===== config.mk =====
export PLATFORM = sky130hd
export DESIGN_NAME = ready_queue_with_aging_core
export DESIGN_NICKNAME = d
export VERILOG_FILES = /design/src/rtl/rqa_pkg.sv /design/src/rtl/rqa_cell.sv /design/src/rtl/ready_queue_with_aging_core.sv
export SDC_FILE = /design/constraint.sdc
export NUM_CORES = 2
export LEC_CHECK = 0
export BUFFER_PORTS_ARGS = -buffer_cell sky130_fd_sc_hd__buf_4
export CAP_MARGIN = 40
export CORE_MARGIN = 1.5
export CORE_UTILIZATION = 45
export DETAILED_ROUTE_END_ITERATION = 8
export SLEW_MARGIN = 20
export SYNTH_ARGS = -nofsm -noshare
export SYNTH_HDL_FRONTEND = slang
export SYNTH_SLANG_ARGS = --single-unit

===== constraint.sdc =====
create_clock -name clk_i -period 9.08 [get_ports clk_i]
set_input_delay 0.454 -clock clk_i [delete_from_list [all_inputs] [get_ports clk_i]]
set_output_delay 0.454 -clock clk_i [all_outputs]
set_load 0.02 [all_outputs]

===== src/rtl/rqa_pkg.sv =====
// ----------------------------------------------------------------------------
// rqa_pkg: shared types and constants of the ready queue with aging
// Field widths, request and policy codes, the job record and the control
// word that the top level broadcasts to every queue cell.
// ----------------------------------------------------------------------------
package rqa_pkg;

  // Field widths
  localparam int unsigned ID_W     = 8;
  localparam int unsigned KEY_W    = 10;
  localparam int unsigned REQ_W    = 3;
  localparam int unsigned POL_W    = 3;
  localparam int unsigned JOB_W    = ID_W + 2 * KEY_W;
  localparam int unsigned TDATA_W  = ((JOB_W + 7) / 8) * 8;
  localparam int unsigned SUSER_W  = REQ_W;
  localparam int unsigned MUSER_W  = 3;

  // Default number of queue slots
  localparam int unsigned DEPTH_DEF = 16;

  // Result flag positions in the master-side tuser
  localparam int unsigned UBIT_VALID = 0;
  localparam int unsigned UBIT_EMPTY = 1;
  localparam int unsigned UBIT_DROP  = 2;

  typedef enum logic [REQ_W-1:0] {
    REQ_ENQ   = 3'd0,
    REQ_REENQ = 3'd1,
    REQ_DEQ   = 3'd2,
    REQ_AGE   = 3'd3,
    REQ_FLUSH = 3'd4
  } req_e;

  typedef enum logic [POL_W-1:0] {
    POL_FCFS  = 3'd0,
    POL_RR    = 3'd1,
    POL_RR30  = 3'd2,
    POL_SJF   = 3'd3,
    POL_AGING = 3'd4
  } policy_e;

  // How a cell decides that the new job goes behind it
  typedef enum logic [1:0] {
    CMP_VALID, // append: every occupied cell stays ahead
    CMP_LEN,   // stable sort on length
    CMP_PRI,   // stable sort on priority
    CMP_NONE   // insert at the head
  } cmp_e;

  typedef enum logic [2:0] {
    COP_HOLD,
    COP_INSERT,
    COP_SHIFT,
    COP_AGE,
    COP_CLEAR
  } cell_op_e;

  typedef enum logic {
    ST_IDLE,
    ST_APPLY
  } state_e;

  // Job record, id in the lowest bits
  typedef struct packed {
    logic [KEY_W-1:0] pri;
    logic [KEY_W-1:0] len;
    logic [ID_W-1:0]  id;
  } job_t;

  typedef struct packed {
    logic     cmp_en;
    cmp_e     cmp;
    cell_op_e op;
    job_t     job;
  } cell_ctrl_t;

endpackage


===== src/rtl/rqa_cell.sv =====
// ----------------------------------------------------------------------------
// rqa_cell: one slot of the ready queue
// Holds one job and its occupied bit. Compares its key against the incoming
// job, passes the insertion chain to its right neighbor and takes data from
// either neighbor when the queue shifts.
// ----------------------------------------------------------------------------
module rqa_cell (
  input  logic               clk_i,
  input  logic               rst_ni,
  input  rqa_pkg::cell_ctrl_t ctrl_i,
  input  rqa_pkg::job_t      left_job_i,
  input  logic               left_vld_i,
  input  rqa_pkg::job_t      right_job_i,
  input  logic               right_vld_i,
  input  logic               chain_i,
  output rqa_pkg::job_t      job_o,
  output logic               vld_o,
  output logic               chain_o
);

  rqa_pkg::job_t job_q, job_d;
  logic          vld_q, vld_d;
  logic          pass_q, pass_d;

  // Compare own key against the incoming job
  always_comb begin
    pass_d = pass_q;
    if (ctrl_i.cmp_en) begin
      unique case (ctrl_i.cmp)
        rqa_pkg::CMP_VALID: pass_d = vld_q;
        rqa_pkg::CMP_LEN:   pass_d = vld_q && (job_q.len <= ctrl_i.job.len);
        rqa_pkg::CMP_PRI:   pass_d = vld_q && (job_q.pri <= ctrl_i.job.pri);
        rqa_pkg::CMP_NONE:  pass_d = 1'b0;
        default:            pass_d = 1'b0;
      endcase
    end
  end

  // Keep the chain alive while every cell so far stays ahead of the new job
  assign chain_o = chain_i & pass_q;

  // Update the slot
  always_comb begin
    job_d = job_q;
    vld_d = vld_q;
    unique case (ctrl_i.op)
      rqa_pkg::COP_HOLD: ;
      rqa_pkg::COP_INSERT: begin
        if (chain_i && !pass_q) begin
          job_d = ctrl_i.job;
          vld_d = 1'b1;
        end else if (!chain_i) begin
          job_d = left_job_i;
          vld_d = left_vld_i;
        end
      end
      rqa_pkg::COP_SHIFT: begin
        job_d = right_job_i;
        vld_d = right_vld_i;
      end
      rqa_pkg::COP_AGE: begin
        if (vld_q && (job_q.pri != '0)) begin
          job_d.pri = job_q.pri - 1'b1;
        end
      end
      rqa_pkg::COP_CLEAR: vld_d = 1'b0;
      default: ;
    endcase
  end

  always_ff @(posedge clk_i or negedge rst_ni) begin
    if (!rst_ni) begin
      vld_q  <= 1'b0;
      pass_q <= 1'b0;
    end else begin
      vld_q  <= vld_d;
      pass_q <= pass_d;
    end
  end

  always_ff @(posedge clk_i) begin
    job_q <= job_d;
  end

  assign job_o = job_q;
  assign vld_o = vld_q;

endmodule


===== src/rtl/ready_queue_with_aging_core.sv =====
// ----------------------------------------------------------------------------
// ready_queue_with_aging_core: bounded scheduler ready queue with aging
// Top level: request sequencer, output register and the row of queue cells.
// ----------------------------------------------------------------------------
// Each request is handled as follows: in the cycle it is accepted every cell
// compares its stored key with the new job, and in the next cycle the
// insertion chain ripples through the row of cells and the cells shift,
// insert, age or clear while the result is loaded into the output register.
// A new request is taken once that result has left (or leaves in the same
// cycle), and never while a request is being applied. The slots hold no
// reset value and need no clearing pass; of the cell state only the occupied
// bits and the registered compare results reset. The policy register may be
// written at any time the block is idle.
module ready_queue_with_aging_core #(
  parameter int unsigned DEPTH = rqa_pkg::DEPTH_DEF
) (
  input  logic                         clk_i,
  input  logic                         rst_ni,
  // Request stream
  input  logic                         s_axis_tvalid,
  output logic                         s_axis_tready,
  // [7:0] job_id, [17:8] job_length, [27:18] job_priority, rest zero
  input  logic [rqa_pkg::TDATA_W-1:0]  s_axis_tdata,
  // [2:0] req_type
  input  logic [rqa_pkg::SUSER_W-1:0]  s_axis_tuser,
  // Result stream
  output logic                         m_axis_tvalid,
  input  logic                         m_axis_tready,
  // [7:0] out_id, [17:8] out_length, [27:18] out_priority, rest zero
  output logic [rqa_pkg::TDATA_W-1:0]  m_axis_tdata,
  // [0] out_valid, [1] queue_empty, [2] dropped
  output logic [rqa_pkg::MUSER_W-1:0]  m_axis_tuser,
  // Policy register write
  input  logic                         cfg_valid_i,
  output logic                         cfg_ready_o,
  input  logic [rqa_pkg::POL_W-1:0]    cfg_data_i
);

  localparam int unsigned UBIT_VALID_IX = rqa_pkg::UBIT_VALID;
  localparam int unsigned UBIT_EMPTY_IX = rqa_pkg::UBIT_EMPTY;
  localparam int unsigned UBIT_DROP_IX  = rqa_pkg::UBIT_DROP;

  rqa_pkg::state_e     st_q, st_d;
  rqa_pkg::policy_e    pol_q;
  rqa_pkg::req_e       req_q, in_req;
  rqa_pkg::job_t       job_q, in_job;
  rqa_pkg::cell_ctrl_t ctrl;
  rqa_pkg::cmp_e       in_cmp;

  rqa_pkg::job_t       job_w [DEPTH];
  logic [DEPTH-1:0]    vld_w;
  logic [DEPTH:0]      chain_w;

  logic                        s_xfer;
  logic                        full;
  logic                        ins_ok;
  logic                        m_valid_q;
  logic [rqa_pkg::TDATA_W-1:0] m_data_q, m_data_d;
  logic [rqa_pkg::MUSER_W-1:0] m_user_q, m_user_d;

  assign in_req = rqa_pkg::req_e'(s_axis_tuser[rqa_pkg::REQ_W-1:0]);
  assign in_job = s_axis_tdata[rqa_pkg::JOB_W-1:0];
  assign s_xfer = s_axis_tvalid && s_axis_tready;
  assign full   = vld_w[DEPTH-1];
  assign ins_ok = ((req_q == rqa_pkg::REQ_ENQ) || (req_q == rqa_pkg::REQ_REENQ)) && !full;

  // Policy register
  assign cfg_ready_o = 1'b1;

  always_ff @(posedge clk_i or negedge rst_ni) begin
    if (!rst_ni) begin
      pol_q <= rqa_pkg::POL_FCFS;
    end else if (cfg_valid_i) begin
      pol_q <= rqa_pkg::policy_e'(cfg_data_i);
    end
  end

  // Pick the insertion rule for the incoming request
  always_comb begin
    if ((in_req == rqa_pkg::REQ_REENQ) && (pol_q == rqa_pkg::POL_AGING)) begin
      if (vld_w[0] && (job_w[0].pri < in_job.pri)) begin
        in_cmp = rqa_pkg::CMP_PRI;
      end else begin
        in_cmp = rqa_pkg::CMP_NONE;
      end
    end else if (pol_q == rqa_pkg::POL_SJF) begin
      in_cmp = rqa_pkg::CMP_LEN;
    end else if (pol_q == rqa_pkg::POL_AGING) begin
      in_cmp = rqa_pkg::CMP_PRI;
    end else begin
      in_cmp = rqa_pkg::CMP_VALID;
    end
  end

  // Next state
  always_comb begin
    st_d = st_q;
    unique case (st_q)
      rqa_pkg::ST_IDLE:  if (s_xfer) st_d = rqa_pkg::ST_APPLY;
      rqa_pkg::ST_APPLY: st_d = rqa_pkg::ST_IDLE;
      default:           st_d = rqa_pkg::ST_IDLE;
    endcase
  end

  // Sequencer outputs: handshake and cell control
  always_comb begin
    s_axis_tready = 1'b0;
    ctrl.cmp_en   = 1'b0;
    ctrl.cmp      = in_cmp;
    ctrl.op       = rqa_pkg::COP_HOLD;
    ctrl.job      = job_q;
    unique case (st_q)
      rqa_pkg::ST_IDLE: begin
        // Compare against the offered job; the value at the transfer edge sticks
        s_axis_tready = !m_valid_q || m_axis_tready;
        ctrl.cmp_en   = 1'b1;
        ctrl.job      = in_job;
      end
      rqa_pkg::ST_APPLY: begin
        case (req_q)
          rqa_pkg::REQ_ENQ,
          rqa_pkg::REQ_REENQ: if (!full) ctrl.op = rqa_pkg::COP_INSERT;
          rqa_pkg::REQ_DEQ:   ctrl.op = rqa_pkg::COP_SHIFT;
          rqa_pkg::REQ_AGE:   ctrl.op = rqa_pkg::COP_AGE;
          rqa_pkg::REQ_FLUSH: ctrl.op = rqa_pkg::COP_CLEAR;
          default:            ctrl.op = rqa_pkg::COP_HOLD;
        endcase
      end
      default: ;
    endcase
  end

  always_ff @(posedge clk_i or negedge rst_ni) begin
    if (!rst_ni) begin
      st_q <= rqa_pkg::ST_IDLE;
    end else begin
      st_q <= st_d;
    end
  end

  // Hold the accepted request
  always_ff @(posedge clk_i) begin
    if (s_xfer) begin
      req_q <= in_req;
      job_q <= in_job;
    end
  end

  // Row of queue cells
  assign chain_w[0] = 1'b1;

  for (genvar i = 0; i < DEPTH; i++) begin : g_cell
    rqa_pkg::job_t left_job, right_job;
    logic          left_vld, right_vld;

    if (i == 0) begin : g_head
      assign left_job = '0;
      assign left_vld = 1'b0;
    end else begin : g_mid_l
      assign left_job = job_w[i-1];
      assign left_vld = vld_w[i-1];
    end

    if (i == DEPTH - 1) begin : g_tail
      assign right_job = '0;
      assign right_vld = 1'b0;
    end else begin : g_mid_r
      assign right_job = job_w[i+1];
      assign right_vld = vld_w[i+1];
    end

    rqa_cell u_cell (
      .clk_i       (clk_i),
      .rst_ni      (rst_ni),
      .ctrl_i      (ctrl),
      .left_job_i  (left_job),
      .left_vld_i  (left_vld),
      .right_job_i (right_job),
      .right_vld_i (right_vld),
      .chain_i     (chain_w[i]),
      .job_o       (job_w[i]),
      .vld_o       (vld_w[i]),
      .chain_o     (chain_w[i+1])
    );
  end

  // Build the result
  always_comb begin
    m_data_d                = '0;
    m_user_d                = '0;
    m_user_d[UBIT_EMPTY_IX] = !vld_w[0];
    case (req_q)
      rqa_pkg::REQ_ENQ,
      rqa_pkg::REQ_REENQ: begin
        m_user_d[UBIT_DROP_IX]  = full;
        m_user_d[UBIT_EMPTY_IX] = 1'b0;
      end
      rqa_pkg::REQ_DEQ: begin
        if (vld_w[0]) begin
          m_data_d[rqa_pkg::JOB_W-1:0] = job_w[0];
          m_user_d[UBIT_VALID_IX]      = 1'b1;
        end
        m_user_d[UBIT_EMPTY_IX] = !vld_w[1];
      end
      rqa_pkg::REQ_FLUSH: m_user_d[UBIT_EMPTY_IX] = 1'b1;
      default: ;
    endcase
  end

  // Output register: load on apply, drop on transfer
  always_ff @(posedge clk_i or negedge rst_ni) begin
    if (!rst_ni) begin
      m_valid_q <= 1'b0;
    end else if (st_q == rqa_pkg::ST_APPLY) begin
      m_valid_q <= 1'b1;
    end else if (m_axis_tready) begin
      m_valid_q <= 1'b0;
    end
  end

  always_ff @(posedge clk_i) begin
    if (st_q == rqa_pkg::ST_APPLY) begin
      m_data_q <= m_data_d;
      m_user_q <= m_user_d;
    end
  end

  assign m_axis_tvalid = m_valid_q;
  assign m_axis_tdata  = m_data_q;
  assign m_axis_tuser  = m_user_q;

  // Occupied cells always form a run from the head
  assert property (@(posedge clk_i) disable iff (!rst_ni)
    $onehot({1'b0, vld_w} + 1'b1))
    else $error("queue cells not contiguous from head");

  // Apply is always followed by idle
  assert property (@(posedge clk_i) disable iff (!rst_ni)
    (st_q == rqa_pkg::ST_APPLY) |=> (st_q == rqa_pkg::ST_IDLE))
    else $error("apply phase overran");

  // An accepted insert finds a free cell, so the chain ends inside the row
  assert property (@(posedge clk_i) disable iff (!rst_ni)
    ((st_q == rqa_pkg::ST_APPLY) && ins_ok) |-> !chain_w[DEPTH])
    else $error("insertion point past the tail");

  // Insert grows the queue by one
  assert property (@(posedge clk_i) disable iff (!rst_ni)
    ((st_q == rqa_pkg::ST_APPLY) && ins_ok)
      |=> ($countones(vld_w) == $past($countones(vld_w)) + 1))
    else $error("insert did not add one job");

  // Dequeue from a non-empty queue shrinks it by one
  assert property (@(posedge clk_i) disable iff (!rst_ni)
    ((st_q == rqa_pkg::ST_APPLY) && (req_q == rqa_pkg::REQ_DEQ) && vld_w[0])
      |=> ($countones(vld_w) + 1 == $past($countones(vld_w))))
    else $error("dequeue did not remove one job");

endmodule

==> run metrics <==
status finished clean; count of distinct cell types in the synthesized netlist 74; Port Buffers 71; Fillers 7777; TritonCTS buffer count 68; starting density of the core 45.6%; Slew @ Worst Pin 1170 ps; Die Ht 295 um; Synth-to-Final Area Change 11.5%; drt pass-1 iters 6; DIE AREA 0.0868 mm^2; YS warnings 0; ys async rst share 6.76%; mean area per synthesized cell 9.22 um^2; WL final 119000 um; post-layout util 50.8%; dpl cells 5184; H-tree Lvls 3; layout cell share with drive strength beyond 1 8.38%; Syn Inst Count 4151; antenna-violating nets left 0; post-cts hold buffer count 32; r2r endpoint g_cell[7].u_cell.pass_q$_DFFE_PN0N_; placer congestion estimate 0.884; CP peak stage delay 560 ps; critical path fanouts, max 14; total global routing track utilization 27.3%; commonest non-fill, non-tap cell in the layout o21ai_0; CP Class register to register; RSZ-0062 raised after global routing no; sequence of cells on the critical path ha_1, a211oi_1, nand2_1, o211ai_1, a21oi_1, o21ai_0, ha_1, buf_4, nor2_1, o21ai_0, a41o_1, a31oi_1, a211oi_1; Register-to-Register Path Depth 13; Slew headroom 21.9%; WP data required 9570 ps; Worst path slowest cell edfxtp_1; vias in the first global route 30.7k; fmax 0.249 GHz; initial antenna violation count 0; Synth Cell Area 0.0383 mm^2; fin crit period 4010 ps; row cnt 106; EDFF count, synth 510; number of diodes 0; switching share of total power 32.2%; post-synth top area cell edfxtp_1; io pins 81; grt total ovfl 0; HP Start s_axis_tvalid; synth top area cells edfxtp_1 40%, ha_1 11%, o21ai_0 9.2%; clock-pin slew on the worst setup and hold paths 60 ps; DP HPWL 82400 um; Placed Instance Area 0.0402 mm^2; Fin. Hold Viols 0; vias per inst 5.98; count of pins over their slew limit 0; Core Region 0.0840 mm^2; largest net degree at the start of global routing 264; first-pass GRT wire length 184000 um; total number of vias 32.0k; reg2reg start g_cell[0].u_cell.job_o[25]$_DFFE_PP_; commonest cells after routing, fill and taps aside 701 x o21ai_0, 620 x nand2_1, 510 x edfxtp_1, 348 x ha_1, 238 x nor2_1; worst path bufs/invs 1; Die Width 295 um; WP data arrival 4510 ps; Root Buffer clkbuf_16; final instance area 0.0427 mm^2; final cell count without fillers 5344; Hold Path Class primary input to register; Setup Skew 31.4 ps; reg-to-reg slack, setup 5070 ps; combinational share of power 21.7%; sequential-to-total area share from yosys stat 42.4%; Crit path max-delay family compound AO/OA/AOI/OAI gates; Critical Path Source g_cell[0].u_cell.job_o[25]$_DFFE_PP_; Detailed Route Iter0 Violations 2635; Reg power frac 43.6%; internal power 5120 uW; Skew-Pair Late Insertion Delay 640 ps; crit path to g_cell[7].u_cell.pass_q$_DFFE_PN0N_; Tcrit/Tclk final 44.2%; Wirelength per Cell 22.3 um; maximum vdd drop 159 uV; TNS Setup 0 ps; CTS Buffer Depth 3; Crit path depth 13; Clock power frac 34.7%; CTS resizes 0; postcts setup bufs 0; critical path launch point type register; Max Cap Violations 0; top_reg_cell synth edfxtp_1; Leak Pwr 0.0155 uW; DRC Markers 0; endpoints failing setup 0; crit path capture type register; CTS tree done; share of the synthesized area in the top cell type 40.0%; Seq cells post-synth 547; CTS sink count 547; Final nets 4547; PD cells 177 mW/mm^2; net switching power 2430 uW
metrics by stage:
step                      total power, uW  hold slack, ps  setup slack, ps
after global routing                 7900            29.6             4930
after floorplan                      4330             158             4800
after global placement               4870             460             5100
after CTS                            7580            7.53             5110
final                                7550            37.9             5070
after detailed placement             4930             460             5130
routing by layer:
layer	share of wire [%]	track usage (%)	up-vias
met4	2.8	8.17	0
met1	43	35.9	15500
met2	49	46.8	942
met3	5.4	3.55	203
li1	-	-	15400
met5	0	0	-
Yosys cell counts, types with 9 or more instances:
cell and number:
a2111oi_0 11, a211o_1 33, a211oi_1 61, a21o_1 64, a21oi_1 221, a31oi_1 24
and2_1 33, and3_1 11, and4_1 10, buf_1 16, buf_2 50, buf_4 9
clkbuf_1 213, dfrtp_1 37, edfxtp_1 510, ha_1 348, inv_1 118, mux2_2 30
mux2i_1 114, nand2_1 620, nand2b_1 35, nand3_1 64, nand3b_1 18, nand4_1 48
nand4b_1 13, nor2_1 244, nor2b_1 18, nor3_1 49, nor3b_1 12, nor4_1 31
o211ai_1 98, o21ai_0 702, o21bai_1 12, o311ai_0 9, o31ai_1 25, or3_1 23
or4_1 12, xnor2_1 62, xor2_1 51
cell type report:
class                      instances  area, um^2  share of cell area, %
clock inverter                    26         224                  0.525
clock buffer                      98        1870                   4.37
timing repair buffer             224        1950                   4.56
tap                             1134        1420                   3.33
inverter                         119         447                   1.05
multi-input combinational       3196       20500                   48.1
sequential                       547       16200                   38.1
flip-flops by register name, indices dropped and copies added (netlist names):
register	count
pol_q	3
m_axis_tvalid	1
m_axis_tuser	3
g_cell.u_cell.vld_o	16
m_axis_tdata	28
g_cell.u_cell.pass_q	16
st_q	1
g_cell.u_cell.job_o	448
req_q	3
job_q	28
power groups by stage:
stage	Combinational (uW)	Clock [uW]	Sequential [uW]
floorplan	1110	0	3220
global placement	1530	0	3340
detailed placement	1590	0	3340
CTS	1620	2670	3290
global route	1830	2760	3310
finish	1640	2620	3290
cell families (layout without fill, tap and decap cells):
group                      Yosys count  in the layout  share of synthesized area [%]
and+or+nand+nor                   1260           1260                           15.1
adders and majority gates          348            348                           11.4
muxes                              144            144                           3.87
AOI/OAI and AO/OA                 1326           1326                           20.2
xor gates and xnor gates           113            113                           2.59
other                                2              5                         0.0196
DFF                                547            547                           42.4
buffers and inverters              411            467                           4.36
worst min-delay path by stage:
stage	endpoint	slack (ps)	cells after the start
floorplan	g_cell[0].u_cell.pass_q$_DFFE_PN0N_	160	0
global placement	m_axis_tvalid$_DFFE_PN0P_	460	1
finish	st_q$_DFF_PN0_	40	2
global route	st_q$_DFF_PN0_	30	2
detailed placement	m_axis_tvalid$_DFFE_PN0P_	460	1
CTS	st_q$_DFF_PN0_	8	2
No activity file was read; power rests on OpenSTA's default activity.
